`src/rtl/rtcps_pkg.sv`:
```
`default_nettype none

package rtcps_pkg;

    localparam int PHASES_DEF     = 16;
    localparam int LEVEL_BITS_DEF = 3;

    localparam int COLOR_W     = 8;
    localparam int OFFSET_W    = 16;
    localparam int GAIN_W      = 20;
    localparam int CFG_DATA_W  = 20;
    localparam int CFG_INDEX_W = 1;
    localparam int PLANE_W     = 16;
    localparam int NUM_PLANES  = 3;

    // Q1.15 colour matrix and chroma weights
    localparam int K_G  = 19235;
    localparam int K_B  = 3736;
    localparam int K_R  = 9798;
    localparam int K_B2 = 29032;
    localparam int K_R2 = 22970;
    localparam int K_U  = 16125;
    localparam int K_V  = 28747;

    localparam logic [63:0] PI_HALF_Q30 = 64'd1686629713;

    localparam logic [OFFSET_W-1:0] OFFSET_RESET = 16'd22938;
    localparam logic [GAIN_W-1:0]   GAIN_RESET   = 20'd270664;

    typedef enum logic [CFG_INDEX_W-1:0] {
        REG_LEVEL_OFFSET = 1'b0,
        REG_LEVEL_GAIN   = 1'b1
    } cfg_reg_t;

    // Data handed from cell to cell
    typedef struct packed {
        logic                                valid;
        logic [23:0]                         ybase;   // y_num + 128*offset
        logic [23:0]                         by_n;    // signed B-Y numerator
        logic [23:0]                         ry_n;    // signed R-Y numerator
        logic [16:0]                         err;     // signed Q16 diffusion error
        logic [NUM_PLANES-1:0][PLANE_W-1:0]  planes;
    } bus_t;

    function automatic logic signed [15:0] q30_to_q15(input logic signed [63:0] v);
        logic signed [63:0] r;
        r = (v < 64'sd0) ? 64'sd0 : ((v + 64'sd16384) >>> 15);
        if (r > 64'sd32767) begin
            r = 64'sd32767;
        end
        return r[15:0];
    endfunction

    // Taylor series in Q30, x in 0 .. pi/2
    function automatic logic signed [15:0] sin_q15(input logic [63:0] x);
        logic [63:0]        x2;
        logic [63:0]        t;
        logic signed [63:0] acc;
        x2  = (x * x) >> 30;
        t   = x;
        acc = $signed(x);
        t   = ((t * x2) >> 30) / 64'd6;
        acc = acc - $signed(t);
        t   = ((t * x2) >> 30) / 64'd20;
        acc = acc + $signed(t);
        t   = ((t * x2) >> 30) / 64'd42;
        acc = acc - $signed(t);
        t   = ((t * x2) >> 30) / 64'd72;
        acc = acc + $signed(t);
        t   = ((t * x2) >> 30) / 64'd110;
        acc = acc - $signed(t);
        return q30_to_q15(acc);
    endfunction

    function automatic logic signed [15:0] cos_q15(input logic [63:0] x);
        logic [63:0]        x2;
        logic [63:0]        t;
        logic signed [63:0] acc;
        x2  = (x * x) >> 30;
        t   = 64'd1 << 30;
        acc = $signed(t);
        t   = ((t * x2) >> 30) / 64'd2;
        acc = acc - $signed(t);
        t   = ((t * x2) >> 30) / 64'd12;
        acc = acc + $signed(t);
        t   = ((t * x2) >> 30) / 64'd30;
        acc = acc - $signed(t);
        t   = ((t * x2) >> 30) / 64'd56;
        acc = acc + $signed(t);
        t   = ((t * x2) >> 30) / 64'd90;
        acc = acc - $signed(t);
        t   = ((t * x2) >> 30) / 64'd132;
        acc = acc + $signed(t);
        return q30_to_q15(acc);
    endfunction

endpackage

`default_nettype wire

```
`src/rtl/rtcps_front.sv`:
```
`default_nettype none

// Colour matrix: luma base and colour difference numerators
module rtcps_front (
    input  wire logic                              aclk,
    input  wire logic                              aresetn,
    input  wire logic                              enable,
    input  wire logic                              in_valid,
    input  wire logic [rtcps_pkg::COLOR_W-1:0]     red,
    input  wire logic [rtcps_pkg::COLOR_W-1:0]     green,
    input  wire logic [rtcps_pkg::COLOR_W-1:0]     blue,
    input  wire logic [rtcps_pkg::OFFSET_W-1:0]    level_offset,
    output rtcps_pkg::bus_t                        bus_out
);

    logic signed [25:0] red_s;
    logic signed [25:0] green_s;
    logic signed [25:0] blue_s;
    logic signed [25:0] y_num;
    logic signed [25:0] by_num;
    logic signed [25:0] ry_num;
    rtcps_pkg::bus_t    bus_reg;
    rtcps_pkg::bus_t    bus_next;

    always_comb begin
        red_s   = $signed({18'd0, red});
        green_s = $signed({18'd0, green});
        blue_s  = $signed({18'd0, blue});
        y_num   = 26'(rtcps_pkg::K_G) * green_s + 26'(rtcps_pkg::K_B) * blue_s
                + 26'(rtcps_pkg::K_R) * red_s;
        by_num  = 26'(rtcps_pkg::K_B2) * blue_s - 26'(rtcps_pkg::K_G) * green_s
                - 26'(rtcps_pkg::K_R) * red_s;
        ry_num  = 26'(rtcps_pkg::K_R2) * red_s - 26'(rtcps_pkg::K_G) * green_s
                - 26'(rtcps_pkg::K_B) * blue_s;

        bus_next        = '0;
        bus_next.valid  = in_valid;
        bus_next.ybase  = y_num[23:0] + {1'b0, level_offset, 7'd0};
        bus_next.by_n   = by_num[23:0];
        bus_next.ry_n   = ry_num[23:0];
    end

    always_ff @(posedge aclk) begin
        if (!aresetn) begin
            bus_reg.valid <= 1'b0;
        end else if (enable) begin
            bus_reg <= bus_next;
        end
    end

    assign bus_out = bus_reg;

endmodule

`default_nettype wire

```
`config.mk`:
```
export PLATFORM = sky130hd
export DESIGN_NAME = rtcps_front
export DESIGN_NICKNAME = d
export VERILOG_FILES = /design/src/rtl/rtcps_pkg.sv /design/src/rtl/rtcps_front.sv
export SDC_FILE = /design/constraint.sdc
export NUM_CORES = 1
export LEC_CHECK = 0
export BUFFER_PORTS_ARGS = -buffer_cell sky130_fd_sc_hd__buf_2
export CAP_MARGIN = 20
export CORE_AREA = 2 2 163 165
export CTS_BUF_LIST = sky130_fd_sc_hd__clkbuf_8
export DETAILED_ROUTE_END_ITERATION = 8
export DIE_AREA = 0 0 165 167
export PLACE_DENSITY = 0.84
export SYNTH_ARGS = -nofsm -noshare
export SYNTH_HDL_FRONTEND = slang
export SYNTH_SLANG_ARGS = --single-unit
```
`constraint.sdc`:
```
create_clock -name aclk -period 10.2 [get_ports aclk]
set_clock_uncertainty 0.15 [all_clocks]
set_input_delay 1.53 -clock aclk [delete_from_list [all_inputs] [get_ports aclk]]
set_output_delay 1.53 -clock aclk [all_outputs]
set_load 0.005 [all_outputs]
```
==> results.json <==
{
  "hp-class": "reg2reg",
  "antenna_left": 0,
  "post_cts_resize_count": 0,
  "met2_usage_pct": 49.4,
  "drc": 0,
  "antenna_found_initial": 0,
  "synthMuxAreaShare_pct": 0.508,
  "yosys_warnings": 0,
  "clock_latency_ps": 380,
  "final_common_cell": "inv_1",
  "cts-root-buf": "clkbuf_8",
  "min_period_over_period_pct": 81.4,
  "start_util_pct": 62.2,
  "period_minus_slack_ps": 8310,
  "syn_avg_cell_area_um2": 9.40,
  "dp_hpwl_um": 35400,
  "final_area_um2": 16900,
  "dp.cells": 2144,
  "drive_gt1_share_pct": 8.76,
  "grt_pass1_wl_um": 64300,
  "grt.met3_usage_pct": 4.13,
  "antenna_cells": 0,
  "numCtsBuffers": 9,
  "syn2layout_area_growth_pct": 5.54,
  "rows": 59,
  "die_y_um": 167,
  "tightestPinTransition_ps": 969,
  "fmax_mhz": 120,
  "synth-async-reset-ratio_pct": 0,
  "cts.sinks": 71,
  "hold_buffers": 0,
  "syn_area_um2": 16000,
  "met1_usage_pct": 40.7,
  "maxSlewViolCount": 0,
  "grt_max_degree": 71,
  "dr_total_vias": 12500,
  "drt-initial-drc-count": 1126,
  "cap_violations": 0,
  "grt_pass1_vias": 12400,
  "synth_compound_area_share_pct": 13.6,
  "hold_viol": 0,
  "cts_tree": "yes",
  "nets": 2348,
  "cp_max_fo": 9,
  "core_um2": 25800,
  "rsz0062_at_grt": "false",
  "finalSetupViolCount": 0,
  "relSlewSlack_pct": 35.4,
  "synthFlopType": "edfxtp_1",
  "cts_setup_buffers": 0,
  "crit_type": "in2reg",
  "cp.arrival_ps": 8280,
  "routabilityCongestion": 1.01,
  "die_area_um2": 27600,
  "multi_input_area_um2": 12300,
  "top_usage_layer": "met2",
  "cts_buffer_depth": 2,
  "wl_per_cell_um": 18.9,
  "end_kind": "flop",
  "seqCellArea_um2": 2120,
  "status": "finished, final reports clean",
  "dpl_cell_area_um2": 16700,
  "drt_wl_total_um": 40800,
  "final_cells": 2161,
  "syn_inst": 1704,
  "critPathRequiredTime_ps": 10170,
  "setup_tns_ps": 0,
  "setup.worst_path.start_class": "input pin",
  "mostFrequentLayoutCells": "inv_1 (345), ha_1 (315), fa_1 (168), buf_2 (116), a21oi_1 (92)",
  "pre_cts_ws_ps": 1510,
  "synth_adder_area_share_pct": 45.6,
  "via_per_inst": 5.80,
  "synth_seq_cells": 71,
  "gr-total-overflow": 0,
  "synth_edf_count": 70,
  "dr.pass1.iters": 7,
  "seq_area_frac_synth_pct": 13.2,
  "grtUsageTotal_pct": 30.3,
  "fin_ws_ps": 1890,
  "synthSimpleGateAreaFrac_pct": 8.32,
  "yosysUniqueCellTypes": 69,
  "cts.clk_slew.worst_paths_ps": 90,
  "largest_register_ffs": 71,
  "io_pins": 182,
  "synth_xor_area_share_pct": 7.32,
  "cts_max_level": 3,
  "synth_top_family_by_area": "adder cells",
  "fill_cells": 2052,
  "numPortBuffers": 116,
  "die_width_um": 165
}
==> cell families (layout without fill, tap and decap cells) <==
logic type	count (synthesis)	in the layout
xor gates and xnor gates	134	134
AOI/OAI and AO/OA	323	323
and+or+nand+nor	264	264
muxes	8	8
adders and majority gates	483	483
DFF	71	71
buffers and inverters	420	478
other	1	65
==> worst max-delay path, stage by stage <==
cell,delay [ps]
buf_2,230
ha_1,320
ha_1,290
inv_1,50
fa_1,480
fa_1,550
inv_1,40
ha_1,320
nor3b_1,170
o21a_1,190
o21ai_0,230
a21oi_1,140
o41ai_2,390
mux2i_1,160
a2111oi_2,880
fa_1,590
fa_1,520
inv_1,50
ha_1,240
or3_1,370
o221a_2,250
mux2i_1,150
o311ai_0,140
==> area by class of cell <==
cell class	instances	area share, %
Multi-Input combinational cell	1277	72.9
Clock inverter	7	0.237
Timing Repair Buffer	117	3.48
Inverter	345	7.66
Tap cell	335	2.48
Clock buffer	9	0.732
Sequential cell	71	12.5
==> worst paths after layout <==
check                from           end  slack, ps  depth (start not counted)
max               blue[6]  bus_out[134]       1890                         23
min          bus_out[137]  bus_out[137]        370                          2
max reg2reg  bus_out[137]  bus_out[137]       9450                          2
min reg2reg  bus_out[137]  bus_out[137]        370                          2
==> cells in the mapped netlist, types with 21 or more instances <==
cell type / instances / area share [%]
xor2_1: 44 / 2.4
nand2_1: 41 / 0.96
xnor2_1: 90 / 4.9
nor2_1: 81 / 1.9
edfxtp_1: 70 / 13
inv_1: 345 / 8.1
nor3_1: 22 / 0.69
o21a_1: 21 / 0.98
a21o_1: 50 / 2.3
buf_4: 67 / 3.1
ha_1: 315 / 25
o21ai_0: 50 / 1.6
fa_1: 168 / 21
a21oi_1: 92 / 2.9
==> per-stage QoR <==
step                utilization, %  hold WS, ps
floorplan                        -          357
global route                  65.6          424
detailed placement            65.0          360
finish                        65.6          375
global placement              65.0          344
CTS                           65.6          381
==> per-layer routing <==
| metal | routed length [um] | vias up |
|---|---|---|
| met1 | 17100 | 6074 |
| met4 | 1800 | 0 |
| met5 | 0 | - |
| met3 | 2980 | 103 |
| li1 | - | 5851 |
| met2 | 18900 | 514 |
Power is left out: the tool's default activity adds up to more than one toggle a clock period on the data nets, which glitch-free logic cannot reach.
