<file path="src/rtl/rtcps_pkg.sv">
`default_nettype none

package rtcps_pkg;

    localparam int PHASES_DEF     = 16;
    localparam int LEVEL_BITS_DEF = 3;

    localparam int COLOR_W     = 8;
    localparam int OFFSET_W    = 16;
    localparam int GAIN_W      = 20;
    localparam int CFG_DATA_W  = 20;
    localparam int CFG_INDEX_W = 1;
    localparam int PLANE_W     = 16;
    localparam int NUM_PLANES  = 3;

    // Q1.15 colour matrix and chroma weights
    localparam int K_G  = 19235;
    localparam int K_B  = 3736;
    localparam int K_R  = 9798;
    localparam int K_B2 = 29032;
    localparam int K_R2 = 22970;
    localparam int K_U  = 16125;
    localparam int K_V  = 28747;

    localparam logic [63:0] PI_HALF_Q30 = 64'd1686629713;

    localparam logic [OFFSET_W-1:0] OFFSET_RESET = 16'd22938;
    localparam logic [GAIN_W-1:0]   GAIN_RESET   = 20'd270664;

    typedef enum logic [CFG_INDEX_W-1:0] {
        REG_LEVEL_OFFSET = 1'b0,
        REG_LEVEL_GAIN   = 1'b1
    } cfg_reg_t;

    // Data handed from cell to cell
    typedef struct packed {
        logic                                valid;
        logic [23:0]                         ybase;   // y_num + 128*offset
        logic [23:0]                         by_n;    // signed B-Y numerator
        logic [23:0]                         ry_n;    // signed R-Y numerator
        logic [16:0]                         err;     // signed Q16 diffusion error
        logic [NUM_PLANES-1:0][PLANE_W-1:0]  planes;
    } bus_t;

    function automatic logic signed [15:0] q30_to_q15(input logic signed [63:0] v);
        logic signed [63:0] r;
        r = (v < 64'sd0) ? 64'sd0 : ((v + 64'sd16384) >>> 15);
        if (r > 64'sd32767) begin
            r = 64'sd32767;
        end
        return r[15:0];
    endfunction

    // Taylor series in Q30, x in 0 .. pi/2
    function automatic logic signed [15:0] sin_q15(input logic [63:0] x);
        logic [63:0]        x2;
        logic [63:0]        t;
        logic signed [63:0] acc;
        x2  = (x * x) >> 30;
        t   = x;
        acc = $signed(x);
        t   = ((t * x2) >> 30) / 64'd6;
        acc = acc - $signed(t);
        t   = ((t * x2) >> 30) / 64'd20;
        acc = acc + $signed(t);
        t   = ((t * x2) >> 30) / 64'd42;
        acc = acc - $signed(t);
        t   = ((t * x2) >> 30) / 64'd72;
        acc = acc + $signed(t);
        t   = ((t * x2) >> 30) / 64'd110;
        acc = acc - $signed(t);
        return q30_to_q15(acc);
    endfunction

    function automatic logic signed [15:0] cos_q15(input logic [63:0] x);
        logic [63:0]        x2;
        logic [63:0]        t;
        logic signed [63:0] acc;
        x2  = (x * x) >> 30;
        t   = 64'd1 << 30;
        acc = $signed(t);
        t   = ((t * x2) >> 30) / 64'd2;
        acc = acc - $signed(t);
        t   = ((t * x2) >> 30) / 64'd12;
        acc = acc + $signed(t);
        t   = ((t * x2) >> 30) / 64'd30;
        acc = acc - $signed(t);
        t   = ((t * x2) >> 30) / 64'd56;
        acc = acc + $signed(t);
        t   = ((t * x2) >> 30) / 64'd90;
        acc = acc - $signed(t);
        t   = ((t * x2) >> 30) / 64'd132;
        acc = acc + $signed(t);
        return q30_to_q15(acc);
    endfunction

endpackage

`default_nettype wire

</file>
<file path="src/rtl/rtcps_cell.sv">
`default_nettype none

// One subcarrier phase: chroma products, gain, then error-diffused level.
// Three register stages; everything travels together so the error from
// the previous phase arrives with its own pixel.
module rtcps_cell #(
    parameter int PHASES     = rtcps_pkg::PHASES_DEF,
    parameter int LEVEL_BITS = rtcps_pkg::LEVEL_BITS_DEF,
    parameter int IDX        = 0
) (
    input  wire logic                           aclk,
    input  wire logic                           aresetn,
    input  wire logic                           enable,
    input  wire logic [rtcps_pkg::GAIN_W-1:0]   level_gain,
    input  rtcps_pkg::bus_t                     bus_in,
    output rtcps_pkg::bus_t                     bus_out
);

    localparam int          QUAD = (4 * IDX) / PHASES;
    localparam int          REM  = 4 * IDX - QUAD * PHASES;
    localparam logic [63:0] XQ30 = rtcps_pkg::PI_HALF_Q30 * 64'(REM) / 64'(PHASES);

    localparam logic signed [15:0] S0 = rtcps_pkg::sin_q15(XQ30);
    localparam logic signed [15:0] C0 = rtcps_pkg::cos_q15(XQ30);
    localparam logic signed [15:0] SN = (QUAD % 4 == 0) ? S0 :
                                        (QUAD % 4 == 1) ? C0 :
                                        (QUAD % 4 == 2) ? -S0 : -C0;
    localparam logic signed [15:0] CS = (QUAD % 4 == 0) ? C0 :
                                        (QUAD % 4 == 1) ? -S0 :
                                        (QUAD % 4 == 2) ? -C0 : S0;
    localparam int CU = rtcps_pkg::K_U * int'(SN);
    localparam int CV = rtcps_pkg::K_V * int'(CS);

    localparam bit         HAS_BIT   = (IDX < rtcps_pkg::PLANE_W);
    localparam int         BIT_POS   = HAS_BIT ? (rtcps_pkg::PLANE_W - 1 - IDX) : 0;
    localparam logic [9:0] MAX_LEVEL = 10'((1 << LEVEL_BITS) - 1);

    // stage 1: chroma products
    rtcps_pkg::bus_t    s1_reg;
    logic signed [55:0] pu_reg;
    logic signed [55:0] pu_next;
    logic signed [55:0] pv_reg;
    logic signed [55:0] pv_next;
    // stage 2: gain product
    rtcps_pkg::bus_t    s2_reg;
    logic signed [56:0] tot;
    logic signed [19:0] v_s;
    logic signed [40:0] nprod_reg;
    logic signed [40:0] nprod_next;
    // stage 3: quantiser
    rtcps_pkg::bus_t    s3_reg;
    rtcps_pkg::bus_t    s3_next;
    logic signed [24:0] n_s;
    logic signed [25:0] sum_s;
    logic               neg;
    logic [25:0]        mag;
    logic [9:0]         lvl;
    logic [16:0]        frac;

    always_comb begin
        pu_next = 56'($signed(bus_in.by_n)) * 56'(CU);
        pv_next = 56'($signed(bus_in.ry_n)) * 56'(CV);
    end

    always_comb begin
        tot        = $signed({3'b000, s1_reg.ybase, 30'd0}) + 57'(pu_reg) + 57'(pv_reg);
        v_s        = tot[56:37];   // floor of tot / 2^37
        nprod_next = 41'(v_s) * 41'($signed({1'b0, level_gain}));
    end

    always_comb begin
        n_s   = nprod_reg[40:16];
        sum_s = 26'(n_s) + 26'($signed(s2_reg.err));
        neg   = sum_s[25];
        mag   = neg ? 26'(-sum_s) : 26'(sum_s);
        frac  = {1'b0, mag[15:0]};
        // truncate toward zero, then clip to the DAC range
        if (neg) begin
            lvl = 10'd0;
        end else if (mag[25:16] > MAX_LEVEL) begin
            lvl = MAX_LEVEL;
        end else begin
            lvl = mag[25:16];
        end

        s3_next     = s2_reg;
        s3_next.err = neg ? 17'(-frac) : frac;
        if (HAS_BIT) begin
            for (int j = 0; j < rtcps_pkg::NUM_PLANES; j++) begin
                s3_next.planes[j][BIT_POS] = lvl[j];
            end
        end
    end

    always_ff @(posedge aclk) begin
        if (!aresetn) begin
            s1_reg.valid <= 1'b0;
            s2_reg.valid <= 1'b0;
            s3_reg.valid <= 1'b0;
        end else if (enable) begin
            s1_reg <= bus_in;
            s2_reg <= s1_reg;
            s3_reg <= s3_next;
        end
    end

    always_ff @(posedge aclk) begin
        if (enable) begin
            pu_reg    <= pu_next;
            pv_reg    <= pv_next;
            nprod_reg <= nprod_next;
        end
    end

    assign bus_out = s3_reg;

endmodule

`default_nettype wire

</file>
<file path="config.mk">
export PLATFORM = sky130hd
export DESIGN_NAME = rtcps_cell
export DESIGN_NICKNAME = d
export VERILOG_FILES = /design/src/rtl/rtcps_pkg.sv /design/src/rtl/rtcps_cell.sv
export SDC_FILE = /design/constraint.sdc
export NUM_CORES = 2
export LEC_CHECK = 0
export ABC_CLOCK_PERIOD_IN_PS = 12000
export BUFFER_PORTS_ARGS = -buffer_cell sky130_fd_sc_hd__clkbuf_2
export CORE_MARGIN = 5
export CORE_UTILIZATION = 30
export DETAILED_ROUTE_END_ITERATION = 10
export GPL_TIMING_DRIVEN = 0
export HOLD_SLACK_MARGIN = 0.15
export PLACE_DENSITY = 0.51
export SYNTH_ARGS = -nofsm -noshare
export SYNTH_HDL_FRONTEND = slang
export SYNTH_SLANG_ARGS = --single-unit
</file>
<file path="constraint.sdc">
create_clock -name aclk -period 12 [get_ports aclk]
set_clock_uncertainty 0.1 [all_clocks]
set_input_delay 2.4 -clock aclk [delete_from_list [all_inputs] [get_ports aclk]]
set_output_delay 2.4 -clock aclk [all_outputs]
set_load 0.05 [all_outputs]
</file>
==> impl_summary.log <==
INFO  metric via_count_of_the_first_global_routing_pass = 26,100
INFO  metric mostFrequentLayoutCell = sky130_fd_sc_hd__inv_1
INFO  metric wl_per_cell = 18.1 microns
INFO  metric post_cts.resized_instances = 0
INFO  metric floorplan.rows = 134
INFO  metric cts_tree = done
INFO  metric die_area = 142,000 sq um
INFO  metric synthCells = 3,386
INFO  metric postSynthRegisterBits = 457
INFO  metric syn-num-nets = 4,596
INFO  metric yosysWarnings = 0
INFO  metric worstMarginPinSlew = 1.03 ns
INFO  metric gp_weighted_congestion = 0.850
INFO  metric grt_busiest_layer = met2
INFO  metric route.vias.total = 24,900
INFO  metric floorplan.initialDensity = 30.2%
INFO  metric synth_simple_gate_area_share = 7.96%
INFO  metric cts-buffers-inserted = 56
INFO  metric total_routed_length = 100,000 microns
INFO  metric largest_family_of_logic_cells_by_synthesized_area = adder cells
INFO  metric final_cell_mix = sky130_fd_sc_hd__inv_1 (726), sky130_fd_sc_hd__fa_1 (546), sky130_fd_sc_hd__ha_1 (503)
INFO  metric nNetsFinal = 4,937
INFO  metric cts_htree_levels = 2
INFO  metric globalRouteMet2Util = 23.9%
INFO  metric pin_count_of_the_biggest_net_entering_global_routing = 71
INFO  metric start_kind = register
INFO  metric core_region = 133,000 sq um
INFO  metric postSynth.topFlopCell = sky130_fd_sc_hd__edfxtp_1
INFO  metric postCtsHoldBufs = 0
INFO  metric most_numerous_cell_on_the_critical_path = sky130_fd_sc_hd__fa_1
INFO  metric worst_hold_path_type = register to register
INFO  metric final.setup.tns = 0 ns
INFO  metric clock-root-buffer = sky130_fd_sc_hd__clkbuf_16
INFO  metric area_growth = 14.3%
INFO  metric maxSlewHeadroom = 31.1%
INFO  metric post_synth_mux_area_share = 0.261%
INFO  metric timing.final.hold_violations = 0
INFO  metric number_of_flip_flops_in_the_largest_register = 138
INFO  metric filler_cell_count = 13,300
INFO  metric drt_first_iter_violations = 1,339
INFO  metric arrival = 11.41 ns
INFO  metric instances_no_fill = 5,548
INFO  metric timing.final.crit_period = 11.12 ns
INFO  metric avgSynthCellArea = 11.9 sq um
INFO  metric grt_pass1_wl = 153,000 microns
INFO  metric critical-path-slowest-cell = sky130_fd_sc_hd__a221oi_1
INFO  metric postSynth.asyncResetShare = 0%
INFO  metric layout-drive-gt1-share = 11.1%
INFO  metric antenna_found_initial = 9
INFO  metric placement.io_buffers = 277
INFO  metric critical_path_peak_fanout = 10
INFO  metric criticalPathCategory = register to register
INFO  metric clkTransAtPathRegs = 0.07 ns
INFO  metric synth-xor-area-share = 2.24%
INFO  metric max_freq = 89.9 MHz
INFO  metric grt_util_all_layers = 14.1%
INFO  metric yosysUniqueCellTypes = 87
INFO  metric hpwlAfterDp = 81,300 microns
INFO  metric synth_sequential_area_ratio = 34.0%
INFO  metric timing.final.max_slew_violations = 0
INFO  metric clock_latency = 0.68 ns
INFO  metric run_status = completed
INFO  metric synth_enable_flop_cells = 454
INFO  metric synth-adder-area-share = 42.8%
INFO  metric pin_count = 299
INFO  metric drt-pass1-iter-count = 5
INFO  metric groute.layer.met1.usage = 18.4%
INFO  metric timing.max_cap.violations = 0
INFO  metric setup_repair_after_global_routing_missed_its_margin = false
INFO  metric grt_util_met3 = 2.88%
INFO  metric vias_per_cell = 4.49
INFO  metric ant_nets = 0
INFO  metric synth-compound-area-share = 5.07%
INFO  metric floorplan.die.width = 376 microns
INFO  metric timing.critical_path.slowest_cell_delay = 0.68 ns
INFO  metric drc_errors = 0
INFO  metric finalSetupViolations = 0
INFO  metric die_height = 376 microns
INFO  metric clk_path_buf_depth = 3
INFO  metric post-route-period-util = 92.7%
INFO  metric setup.worst_path.end_class = register
INFO  metric globalRoute.totalOverflow = 0
INFO  metric post_synth_instance_area = 40,200 sq um
INFO  metric critPathRequiredTime = 12.29 ns
INFO  metric cts_setup_buffers = 0
INFO  metric finalCoreUtilization = 34.5%
INFO  metric clkSinkCount = 457
INFO  metric dp_cells = 5,437
final timing paths:
kind	startpoint	end	slack, ns	cells past startpoint
setup / recovery	s1_reg[118]	nprod_reg[39]	0.88	35
hold / removal	s1_reg[21]	s2_reg[21]	0.29	0
setup reg to reg	s1_reg[118]	nprod_reg[39]	0.88	35
hold reg to reg	s1_reg[21]	s2_reg[21]	0.29	0
through the flow:
| stage | hold slack [ns] | setup WS, ns | instance area (sq um) |
|---|---|---|---|
| detailed placement | 0.305 | 0.654 | 44000 |
| finish | 0.287 | 0.880 | 46000 |
| CTS | 0.280 | 0.567 | 46000 |
| floorplan | 0.300 | 2.92 | 40200 |
| global route | 0.295 | 0.133 | 46000 |
| global placement | 0.300 | 0.336 | 43800 |
cell type report:
cell class,instances,area (sq um),share of cell area [%]
multi-input combinational,2117,23500,51.0
sequential,457,13700,29.8
timing repair buffer,283,1550,3.36
buffer,86,335,0.729
clock inverter,41,552,1.20
clock buffer,65,1440,3.12
tap,1768,2210,4.81
antenna,5,12.5,0.0272
inverter,726,2730,5.93
cell families (layout without fill, tap and decap cells):
kind of cell	count (synthesis)	in the layout
fa+ha+maj	1049	1049
buf+inv	812	1201
simple gates	658	658
flops	457	457
compound gates	300	300
xor+xnor	100	100
mux	10	10
other cells	0	5
metal layers:
metal	up-vias	part of all wire (%)
li1	11700	-
met1	12500	43
met2	573	48
met3	134	6.2
met4	4	3.0
met5	-	0.026
cell usage after synthesis, types with 3 or more instances:
| cell type | count | area [sq um] |
|---|---|---|
| sky130_fd_sc_hd__a211o_1 | 3 | 26.3 |
| sky130_fd_sc_hd__a211oi_1 | 13 | 97.6 |
| sky130_fd_sc_hd__a21boi_0 | 4 | 30.0 |
| sky130_fd_sc_hd__a21boi_1 | 3 | 22.5 |
| sky130_fd_sc_hd__a21o_1 | 45 | 338 |
| sky130_fd_sc_hd__a21oi_1 | 90 | 450 |
| sky130_fd_sc_hd__a221oi_1 | 3 | 26.3 |
| sky130_fd_sc_hd__a311oi_1 | 3 | 26.3 |
| sky130_fd_sc_hd__a31oi_1 | 11 | 68.8 |
| sky130_fd_sc_hd__a41oi_1 | 4 | 35.0 |
| sky130_fd_sc_hd__and2_1 | 128 | 801 |
| sky130_fd_sc_hd__and3_1 | 11 | 68.8 |
| sky130_fd_sc_hd__and4_1 | 6 | 52.6 |
| sky130_fd_sc_hd__buf_1 | 19 | 71.3 |
| sky130_fd_sc_hd__buf_2 | 4 | 20.0 |
| sky130_fd_sc_hd__clkbuf_1 | 62 | 233 |
| sky130_fd_sc_hd__dfxtp_1 | 3 | 60.1 |
| sky130_fd_sc_hd__edfxtp_1 | 454 | 13600 |
| sky130_fd_sc_hd__fa_1 | 546 | 10900 |
| sky130_fd_sc_hd__ha_1 | 503 | 6290 |
| sky130_fd_sc_hd__inv_1 | 726 | 2730 |
| sky130_fd_sc_hd__mux2i_1 | 9 | 90.1 |
| sky130_fd_sc_hd__nand2_1 | 297 | 1110 |
| sky130_fd_sc_hd__nand2b_1 | 12 | 75.1 |
| sky130_fd_sc_hd__nand3_1 | 17 | 85.1 |
| sky130_fd_sc_hd__nand4_1 | 19 | 119 |
| sky130_fd_sc_hd__nor2_1 | 84 | 315 |
| sky130_fd_sc_hd__nor2b_1 | 23 | 144 |
| sky130_fd_sc_hd__nor3_1 | 17 | 85.1 |
| sky130_fd_sc_hd__nor4_1 | 7 | 43.8 |
| sky130_fd_sc_hd__o2111ai_1 | 3 | 26.3 |
| sky130_fd_sc_hd__o211a_1 | 3 | 30.0 |
| sky130_fd_sc_hd__o211ai_1 | 11 | 82.6 |
| sky130_fd_sc_hd__o21a_1 | 11 | 82.6 |
| sky130_fd_sc_hd__o21ai_0 | 41 | 205 |
| sky130_fd_sc_hd__o21ai_1 | 5 | 25.0 |
| sky130_fd_sc_hd__o21bai_1 | 10 | 75.1 |
| sky130_fd_sc_hd__o22ai_1 | 4 | 25.0 |
| sky130_fd_sc_hd__o31ai_1 | 6 | 45.0 |
| sky130_fd_sc_hd__or2_2 | 11 | 68.8 |
| sky130_fd_sc_hd__or3_1 | 5 | 31.3 |
| sky130_fd_sc_hd__or4_1 | 4 | 30.0 |
| sky130_fd_sc_hd__xnor2_1 | 51 | 447 |
| sky130_fd_sc_hd__xor2_1 | 47 | 412 |
critical path: cells and delay by family (launching register included):
family                   cells  cell delay [ns]
flip-flops                   1             0.54
AND/OR/NAND/NOR              5             0.95
XOR/XNOR                     1             0.42
AO/OA/AOI/OAI               14             4.10
buffers and inverters        6             0.73
adder cells (fa/ha/maj)      9             3.98
Power is left out: the tool's default activity adds up to more than one toggle a clock period on the data nets, which glitch-free logic cannot reach.
